===== config.mk =====
export PLATFORM = sky130hd
export DESIGN_NAME = multi_channel_timer_bank
export DESIGN_NICKNAME = d
export VERILOG_FILES = /design/src/hdl/mctb_pkg.sv /design/src/hdl/multi_channel_timer_bank.sv /design/src/hdl/mctb_expiry_unit.sv
export SDC_FILE = /design/constraint.sdc
export NUM_CORES = 1
export LEC_CHECK = 0
export BUFFER_PORTS_ARGS = -buffer_cell sky130_fd_sc_hd__buf_2
export CORE_MARGIN = 2
export CORE_UTILIZATION = 60
export DETAILED_ROUTE_END_ITERATION = 16
export PLACE_DENSITY = 0.76
export REMOVE_ABC_BUFFERS = 1
export SLEW_MARGIN = 20
export SYNTH_ARGS = -nofsm -noshare
export SYNTH_HDL_FRONTEND = slang
export SYNTH_SLANG_ARGS = --single-unit

===== constraint.sdc =====
create_clock -name clk -period 24.7 [get_ports clk]
set_input_delay 0 -clock clk [delete_from_list [all_inputs] [get_ports clk]]
set_output_delay 0 -clock clk [all_outputs]
set_load 0.01 [all_outputs]

===== src/hdl/mctb_pkg.sv =====
// ----------------------------------------------------------------------------
// mctb_pkg
// Shared constants for the multi-channel timer bank: sizes, command kinds,
// result codes, timer status codes and the expiry compare request type.
// ----------------------------------------------------------------------------
package mctb_pkg;

  localparam int NUM_TIMERS = 8;
  localparam int IDX_W      = $clog2(NUM_TIMERS);
  localparam int TIME_W     = 32;
  localparam int TAG_W      = 16;

  // command kinds
  localparam logic [2:0] KIND_TICK    = 3'd0;
  localparam logic [2:0] KIND_SETUP   = 3'd1;
  localparam logic [2:0] KIND_START   = 3'd2;
  localparam logic [2:0] KIND_STOP    = 3'd3;
  localparam logic [2:0] KIND_RESTART = 3'd4;

  // result codes
  localparam logic [1:0] EV_OK      = 2'd0;
  localparam logic [1:0] EV_REJECT  = 2'd1;
  localparam logic [1:0] EV_EXPIRED = 2'd2;

  // timer status codes
  localparam logic [1:0] ST_STOPPED = 2'd0;
  localparam logic [1:0] ST_RUNNING = 2'd1;
  localparam logic [1:0] ST_EXPIRED = 2'd2;

  // operands of the shared expiry compare
  typedef struct packed {
    logic              running;
    logic [TIME_W-1:0] now_count;
    logic [TIME_W-1:0] start_time;
    logic [TIME_W-1:0] period;
  } cmp_req_t;

endpackage


===== src/hdl/multi_channel_timer_bank.sv =====
// ----------------------------------------------------------------------------
// multi_channel_timer_bank
// Bank of one-shot / periodic timers driven by tick and command beats.
// ----------------------------------------------------------------------------
// Command: busy in S_CMD, where the result is registered; it strobes after.
// Tick: one expiry compare per timer per cycle, busy through the S_SCAN walk
//   and S_FLUSH; each expiry result is held back until the next expiry is
//   found so the final one can carry last; the final result strobes in the
//   cycle right after the busy window.
// Results are strobed for one cycle; the receiver cannot stall.
// Reset (rst, synchronous): time count zero, all timers absent and stopped.
// ----------------------------------------------------------------------------
module multi_channel_timer_bank
  import mctb_pkg::*;
(
  input  logic              clk,
  input  logic              rst,
  input  logic              start,
  output logic              busy,
  input  logic [2:0]        kind,
  input  logic [IDX_W-1:0]  timer_index,
  input  logic              load_duration,
  input  logic [TIME_W-1:0] duration_ms,
  input  logic              periodic,
  input  logic [TAG_W-1:0]  tag_in,
  output logic              strobe,
  output logic [1:0]        event_res,
  output logic [IDX_W-1:0]  which_timer,
  output logic [TAG_W-1:0]  tag_out,
  output logic [1:0]        timer_status,
  output logic              last
);

  typedef enum logic [3:0] {
    S_IDLE  = 4'b0001,
    S_CMD   = 4'b0010,
    S_SCAN  = 4'b0100,
    S_FLUSH = 4'b1000
  } state_t;

  localparam logic [IDX_W-1:0] LAST_IDX = IDX_W'(NUM_TIMERS - 1);

  state_t state;
  state_t state_next;

  logic [TIME_W-1:0] now_count;

  // timer storage
  logic [TIME_W-1:0] start_time  [NUM_TIMERS];
  logic [TIME_W-1:0] period      [NUM_TIMERS];
  logic [TAG_W-1:0]  tag_store   [NUM_TIMERS];
  logic [1:0]        status      [NUM_TIMERS];
  logic              is_periodic [NUM_TIMERS];
  logic              present     [NUM_TIMERS];

  // captured command beat
  logic [2:0]        cmd_kind;
  logic [IDX_W-1:0]  cmd_idx;
  logic              cmd_load;
  logic [TIME_W-1:0] cmd_dur;
  logic              cmd_per;
  logic [TAG_W-1:0]  cmd_tag;

  logic [IDX_W-1:0]  scan_idx;

  // expiry held back until the next one is found so the final one can be flagged
  logic              pend_valid;
  logic [IDX_W-1:0]  pend_idx;
  logic [TAG_W-1:0]  pend_tag;
  logic [1:0]        pend_status;

  // single read port
  logic [IDX_W-1:0]  rd_idx;
  logic [TIME_W-1:0] rd_start;
  logic [TIME_W-1:0] rd_period;
  logic [TAG_W-1:0]  rd_tag;
  logic [1:0]        rd_status;
  logic              rd_per;
  logic              rd_present;

  logic              accept;
  logic              expire;
  cmp_req_t          cmp_req;
  logic [1:0]        scan_status;

  // command decode
  logic              cmd_ok;
  logic              wr_period;
  logic              wr_start;
  logic [1:0]        cmd_status;
  logic [TAG_W-1:0]  cmd_res_tag;

  assign accept = start && !busy;
  assign busy   = (state != S_IDLE);
  assign rd_idx = (state == S_SCAN) ? scan_idx : cmd_idx;

  assign rd_start   = start_time[rd_idx];
  assign rd_period  = period[rd_idx];
  assign rd_tag     = tag_store[rd_idx];
  assign rd_status  = status[rd_idx];
  assign rd_per     = is_periodic[rd_idx];
  assign rd_present = present[rd_idx];

  assign cmp_req.running    = (state == S_SCAN) && (rd_status == ST_RUNNING);
  assign cmp_req.now_count  = now_count;
  assign cmp_req.start_time = rd_start;
  assign cmp_req.period     = rd_period;

  mctb_expiry_unit u_expiry (
    .req    (cmp_req),
    .expire (expire)
  );

  assign scan_status = rd_per ? ST_RUNNING : ST_EXPIRED;

  always_comb begin
    cmd_ok      = 1'b1;
    wr_period   = 1'b0;
    wr_start    = 1'b0;
    cmd_status  = rd_status;
    unique case (cmd_kind)
      KIND_SETUP: begin
        cmd_status = ST_STOPPED;
        wr_period  = 1'b1;
      end
      KIND_START: begin
        cmd_ok     = rd_present && (rd_status != ST_RUNNING);
        wr_period  = cmd_load;
        wr_start   = cmd_ok;
        cmd_status = cmd_ok ? ST_RUNNING : rd_status;
      end
      KIND_STOP: begin
        cmd_status = ST_STOPPED;
      end
      KIND_RESTART: begin
        cmd_ok     = rd_present;
        wr_period  = cmd_load;
        wr_start   = cmd_ok;
        cmd_status = cmd_ok ? ST_RUNNING : ST_STOPPED;
      end
      default: begin
        cmd_ok = 1'b0;
      end
    endcase
    if (cmd_kind == KIND_SETUP) begin
      cmd_res_tag = cmd_tag;
    end else if (rd_present) begin
      cmd_res_tag = rd_tag;
    end else begin
      cmd_res_tag = '0;
    end
  end

  always_comb begin
    state_next = state;
    unique case (state)
      S_IDLE: begin
        if (accept) begin
          state_next = (kind == KIND_TICK) ? S_SCAN : S_CMD;
        end
      end
      S_CMD:   state_next = S_IDLE;
      S_SCAN: begin
        if (scan_idx == LAST_IDX) begin
          state_next = S_FLUSH;
        end
      end
      S_FLUSH: state_next = S_IDLE;
      default: state_next = S_IDLE;
    endcase
  end

  // control state
  always_ff @(posedge clk) begin
    if (rst) begin
      state      <= S_IDLE;
      now_count  <= '0;
      scan_idx   <= '0;
      pend_valid <= 1'b0;
      strobe     <= 1'b0;
      for (int i = 0; i < NUM_TIMERS; i++) begin
        status[i]      <= ST_STOPPED;
        is_periodic[i] <= 1'b0;
        present[i]     <= 1'b0;
      end
    end else begin
      state  <= state_next;
      strobe <= (state == S_CMD) || (state == S_FLUSH && pend_valid) ||
                (state == S_SCAN && expire && pend_valid);
      if (accept && kind == KIND_TICK) begin
        now_count <= now_count + 1'b1;
        scan_idx  <= '0;
      end
      if (state == S_CMD) begin
        status[cmd_idx] <= cmd_status;
        if (cmd_kind == KIND_SETUP) begin
          present[cmd_idx]     <= 1'b1;
          is_periodic[cmd_idx] <= cmd_per;
        end
      end
      if (state == S_SCAN) begin
        scan_idx <= scan_idx + 1'b1;
        if (expire) begin
          pend_valid <= 1'b1;
          if (!rd_per) begin
            status[scan_idx] <= ST_EXPIRED;
          end
        end
      end
      if (state == S_FLUSH) begin
        pend_valid <= 1'b0;
      end
    end
  end

  // payload
  always_ff @(posedge clk) begin
    if (state == S_IDLE && accept) begin
      cmd_kind <= kind;
      cmd_idx  <= timer_index;
      cmd_load <= load_duration;
      cmd_dur  <= duration_ms;
      cmd_per  <= periodic;
      cmd_tag  <= tag_in;
    end
    if (state == S_CMD) begin
      if (wr_period) begin
        period[cmd_idx] <= cmd_dur;
      end
      if (wr_start) begin
        start_time[cmd_idx] <= now_count;
      end
      if (cmd_kind == KIND_SETUP) begin
        tag_store[cmd_idx] <= cmd_tag;
      end
      event_res    <= cmd_ok ? EV_OK : EV_REJECT;
      which_timer  <= cmd_idx;
      tag_out      <= cmd_res_tag;
      timer_status <= cmd_status;
      last         <= 1'b1;
    end
    if (state == S_SCAN && expire) begin
      if (rd_per) begin
        start_time[scan_idx] <= now_count;
      end
      pend_idx     <= scan_idx;
      pend_tag     <= rd_tag;
      pend_status  <= scan_status;
      event_res    <= EV_EXPIRED;
      which_timer  <= pend_idx;
      tag_out      <= pend_tag;
      timer_status <= pend_status;
      last         <= 1'b0;
    end
    if (state == S_FLUSH) begin
      event_res    <= EV_EXPIRED;
      which_timer  <= pend_idx;
      tag_out      <= pend_tag;
      timer_status <= pend_status;
      last         <= 1'b1;
    end
  end

  // a result only follows a command step, a scan step or the flush
  a_strobe_source: assert property (@(posedge clk) disable iff (rst)
    strobe |-> ($past(state) == S_CMD || $past(state) == S_SCAN ||
                $past(state) == S_FLUSH))
    else $error("result strobe without a producing step");

  // a command beat is answered with a final result once its S_CMD step is done
  a_cmd_path: assert property (@(posedge clk) disable iff (rst)
    (accept && kind != KIND_TICK) |=> ##1 (strobe && last))
    else $error("command beat not answered");

  // scan walks the timers one per cycle
  a_scan_step: assert property (@(posedge clk) disable iff (rst)
    (state == S_SCAN && scan_idx != LAST_IDX) |=>
      (state == S_SCAN && scan_idx == $past(scan_idx) + 1'b1))
    else $error("scan index skipped");

  // the flagged final result is never followed by another in the next cycle
  a_last_alone: assert property (@(posedge clk) disable iff (rst)
    (strobe && last) |=> !strobe)
    else $error("result after final result of a beat");

  // nothing is left pending once the bank is idle
  a_idle_empty: assert property (@(posedge clk) disable iff (rst)
    (state == S_IDLE) |-> !pend_valid)
    else $error("held expiry left behind");

endmodule


===== src/hdl/mctb_expiry_unit.sv =====
// ----------------------------------------------------------------------------
// mctb_expiry_unit
// Shared compare: a running timer expires when the wrap-safe elapsed time
// since its start is strictly greater than its period.
// ----------------------------------------------------------------------------
module mctb_expiry_unit
  import mctb_pkg::*;
(
  input  cmp_req_t req,
  output logic     expire
);

  logic [TIME_W-1:0] elapsed;

  // modulo 2^32 difference keeps the compare correct across counter wrap
  assign elapsed = req.now_count - req.start_time;
  assign expire  = req.running && (elapsed > req.period);

endmodule


==> parameters.txt <==
Parameter                              Value

Drt
  Iteration-0 DRC count of the detailed router    approximately 1800
  DRT antenna net count    0
  Drt drc    0
  TritonRoute pass-1 iters    5
  Final routed wirelength across all metal layers    71.94 mm
  Via-to-Cell Ratio    roughly 6.3
  Vias    17720
  WL per Instance    roughly 26 µm

Pwr
  Clock share of power    approximately 41%
  Sequential Power Share    54.2%
  Power density over the cells    74.24 nW/µm²
  Leakage power of the design    approximately 13 nW
  Internal power component    2.227 mW
  Overall power of the completed layout    2.821 mW
  Relative contribution of combinational cells to total power    under 10%
  Switching fraction of total power    a little over a fifth
  Maximum ir drop on the vdd rail    0.07664 mV
  Sw Pwr    slightly below 0.6 mW

Placed design
  Dpl hpwl    between 40 and 50 mm
  PortBufs    84
  Cells after DPL    2613
  Setup slack at placement    14.89 ns
  Placed instance area    34930 µm²
  Placer Congestion    between 0.8 and 0.9

Cells and area
  Diode count    0
  Non-filler cells in the finished layout    between 2000 and 3000
  Filler Cells Inserted    3399
  Layout net count    roughly 2100
  Share of cells above drive strength 1    22.47%
  Post-route cell area    about 38000 µm²
  Area Overhead vs Synth    13.95%

Global route
  Global-route wire length before repair    109.4 mm
  Initial antenna violation count    0
  Remaining global-route overflow    0
  Pin count of the biggest net entering global routing    125
  GRT Total Usage    25.87%
  Vias in the first global route    about 18000

Logic synthesis
  Proportion of netlist area held by the largest area contributor    approximately 69%
  Synth cell types    67
  Total of warnings raised by yosys    0
  Cells after synthesis    1813
  Mapped Area    approximately 33000 µm²
  Post-synthesis sequential element count    around 810
  Top-count cell post-synth    sky130_fd_sc_hd__edfxtp_1
  Top cells by area, synth    sky130_fd_sc_hd__edfxtp_1, sky130_fd_sc_hd__mux4_2, sky130_fd_sc_hd__dfxtp_1
  Per-instance average area after synthesis    18.39 µm²
  Most common flop cell mapped by yosys    sky130_fd_sc_hd__edfxtp_1
  Biggest area consumer among synthesized cells    sky130_fd_sc_hd__edfxtp_1
  EDFF count, synth    762
  Ys async rst share    0%
  Sequential cell area fraction in the yosys report    about 72%
  Ranking of synthesized cells by instance count    sky130_fd_sc_hd__edfxtp_1, sky130_fd_sc_hd__mux4_2, sky130_fd_sc_hd__nor2_1, sky130_fd_sc_hd__mux2i_1, sky130_fd_sc_hd__nand2_1

Timing
  Final Slew Violations    0
  Post-route clock skew    between 0.02 and 0.025 ns
  Setup repair after global routing missed its margin    no
  Maximum clock frequency    0.1021 GHz
  Worst Max-Slew Pin Slew    1.120 ns
  Tmin final    9.792 ns
  Setup TNS after final layout    0 ns
  Final worst setup slack    about 15 ns
  Hold violation count in the final report    0
  Worst slew margin relative to its limit    approximately 25%
  Number of setup violations in the final report    0
  Share of the clock period used by the worst path    between 30% and 40%

Clock network
  Clock-pin slew reported for the worst setup and hold paths after clock tree synthesis    about 0.06 ns
  Number of clock sinks    between 800 and 900
  # hold bufs at CTS    59
  CTS max path bufs    3
  Clock root cell    sky130_fd_sc_hd__clkbuf_16
  Post_cts resized    0
  Number of buffers inserted during clock tree synthesis    80
  Clock tree from TritonCTS    yes
  Post-CTS Setup Bufs    0
  Number of levels the H-tree was split into    3
  Clock network latency to the later pin of the worst-skew pair    roughly 0.64 ns

Die
  Number of placement rows    86
  Ports placed on the boundary    85
  Overall die area    ~57000 µm²
  Width of the die    239.7 µm
  Core Box Area    54990 µm²
  Starting Density    between 60% and 70%
  Die extent in y    239.7 µm

Setup path
  Endpoint type of the worst setup path    register
  Crit path kind    register to register
  Largest fanout of any net on the critical path    90
  Data arrival time at the worst-slack endpoint    9.94 ns
  Kind of start point of the critical path    register
  Crit path required time    24.85 ns

Min path
  Hold Path Class    primary input to register

Flow run
  Number of maximum-capacitance constraint violations    0

Outcome
  Run status    completed
-- cells by family (layout without fill, tap and decap cells) --
group,after synthesis,in the layout,share of synthesized area (%)
buffers and inverters,100,356,1.261
xor gates and xnor gates,51,51,1.340
and+or+nand+nor,338,338,5.032
adders and majority gates,67,67,2.537
DFF,814,814,71.74
muxes,275,275,14.90
AOI/OAI and AO/OA,168,168,3.186
-- final cells by class --
cell class / count / area [µm²] / share of cell area (%)
multi-input cells: 899 / 9219 / 24.26
inverters: 28 / 105.1 / 0.2766
flip-flops and latches: 814 / 23920 / 62.96
well taps: 748 / 935.9 / 2.463
repair buffers: 183 / 1336 / 3.517
clock buffers: 112 / 2213 / 5.825
clock inverters: 33 / 262.8 / 0.6915
-- flip-flops by register name, summed over array words and instances, names as in the netlist, 2 cells and up --
signal	flops
present	8
cmd_kind	3
which_timer	3
event_res	2
cmd_idx	3
period	256
is_periodic	8
cmd_tag	16
tag_store	128
pend_idx	3
timer_status	2
cmd_dur	32
state	4
scan_idx	3
pend_tag	16
pend_status	2
start_time	256
now_count	32
tag_out	16
status	16
-- per-stage QoR --
step / hold slack [ns] / util, %
finish: 0.06825 / 69.10
global route: 0.05060 / 69.10
CTS: 0.03531 / 69.10
detailed placement: 0.1781 / 63.52
global placement: 0.1759 / 63.52
floorplan: 0.06907 / -
-- routing by layer --
metal  up-vias  track usage [%]  wire length (µm)
li1       7667                -                 -
met1      9172            36.41             29590
met2       752            42.25             35850
met3       133            4.402              4841
met4         0            7.462              1659
met5         -                0                 0
-- path summary, 6_finish.rpt --
kind / startpoint / end / slack, ns / cells past startpoint
setup reg to reg: state[3]$_SDFFE_PP0P_ / tag_out[0]$_DFFE_PP_ / 14.91 / 26
hold reg to reg: event_res[1]$_SDFFE_PP1P_ / event_res[1]$_SDFFE_PP1P_ / 0.47 / 2
setup / recovery: state[3]$_SDFFE_PP0P_ / tag_out[0]$_DFFE_PP_ / 14.91 / 26
hold / removal: duration_ms[15] / cmd_dur[15]$_DFFE_PP_ / 0.07 / 2
-- power by group through the flow --
stage	Sequential, mW	Clock, mW	Combinational, mW
finish	1.53	1.15	0.138
global route	1.53	1.22	0.149
CTS	1.53	1.17	0.138
detailed placement	1.56	0	0.130
global placement	1.56	0	0.128
floorplan	1.55	0	0.111
-- cells in the final DEF (no fill, tap or decap), types with 8 or more instances in the layout --
| cell type | instances |
|---|---|
| sky130_fd_sc_hd__a21oi_1 | 53 |
| sky130_fd_sc_hd__buf_4 | 38 |
| sky130_fd_sc_hd__nand2b_1 | 24 |
| sky130_fd_sc_hd__mux4_2 | 167 |
| sky130_fd_sc_hd__and3_1 | 11 |
| sky130_fd_sc_hd__nor4_1 | 8 |
| sky130_fd_sc_hd__nor3_1 | 18 |
| sky130_fd_sc_hd__a21o_1 | 19 |
| sky130_fd_sc_hd__xor2_1 | 24 |
| sky130_fd_sc_hd__o21ai_0 | 29 |
| sky130_fd_sc_hd__dlygate4sd3_1 | 59 |
| sky130_fd_sc_hd__buf_2 | 84 |
| sky130_fd_sc_hd__clkinv_2 | 11 |
| sky130_fd_sc_hd__clkbuf_1 | 24 |
| sky130_fd_sc_hd__o31ai_1 | 19 |
| sky130_fd_sc_hd__mux2_4 | 17 |
| sky130_fd_sc_hd__or3_1 | 14 |
| sky130_fd_sc_hd__dfxtp_1 | 52 |
| sky130_fd_sc_hd__or2_2 | 10 |
| sky130_fd_sc_hd__clkbuf_16 | 81 |
| sky130_fd_sc_hd__mux2i_1 | 79 |
| sky130_fd_sc_hd__nand2_1 | 68 |
| sky130_fd_sc_hd__nand3_1 | 32 |
| sky130_fd_sc_hd__edfxtp_1 | 762 |
| sky130_fd_sc_hd__clkinv_1 | 14 |
| sky130_fd_sc_hd__xnor2_1 | 27 |
| sky130_fd_sc_hd__ha_1 | 66 |
| sky130_fd_sc_hd__nor2_1 | 101 |
| sky130_fd_sc_hd__inv_1 | 27 |
-- critical path, cell delays in order (launching register included) --
cell and delay, ns:
sky130_fd_sc_hd__dfxtp_1 0.35, sky130_fd_sc_hd__or4b_1 0.84, sky130_fd_sc_hd__mux2i_4 0.31, sky130_fd_sc_hd__buf_12 0.55, sky130_fd_sc_hd__buf_4 0.73, sky130_fd_sc_hd__mux4_2 0.59
sky130_fd_sc_hd__mux2i_1 0.18, sky130_fd_sc_hd__ha_1 0.32, sky130_fd_sc_hd__a21oi_1 0.17, sky130_fd_sc_hd__nor2_1 0.05, sky130_fd_sc_hd__a211oi_1 0.22, sky130_fd_sc_hd__o31ai_1 0.13
sky130_fd_sc_hd__and2_1 0.25, sky130_fd_sc_hd__o21a_1 0.20, sky130_fd_sc_hd__o311ai_0 0.37, sky130_fd_sc_hd__nor2b_1 0.22, sky130_fd_sc_hd__xnor2_1 0.14, sky130_fd_sc_hd__ha_1 0.25
sky130_fd_sc_hd__and3_1 0.19, sky130_fd_sc_hd__a221oi_1 0.30, sky130_fd_sc_hd__o21ai_0 0.16, sky130_fd_sc_hd__nand2_1 0.09, sky130_fd_sc_hd__o211ai_1 0.08, sky130_fd_sc_hd__a21oi_1 0.45
sky130_fd_sc_hd__nor2_8 0.23, sky130_fd_sc_hd__nor2_4 0.80, sky130_fd_sc_hd__nand2_1 0.84
No activity file was read; power rests on OpenSTA's default activity.
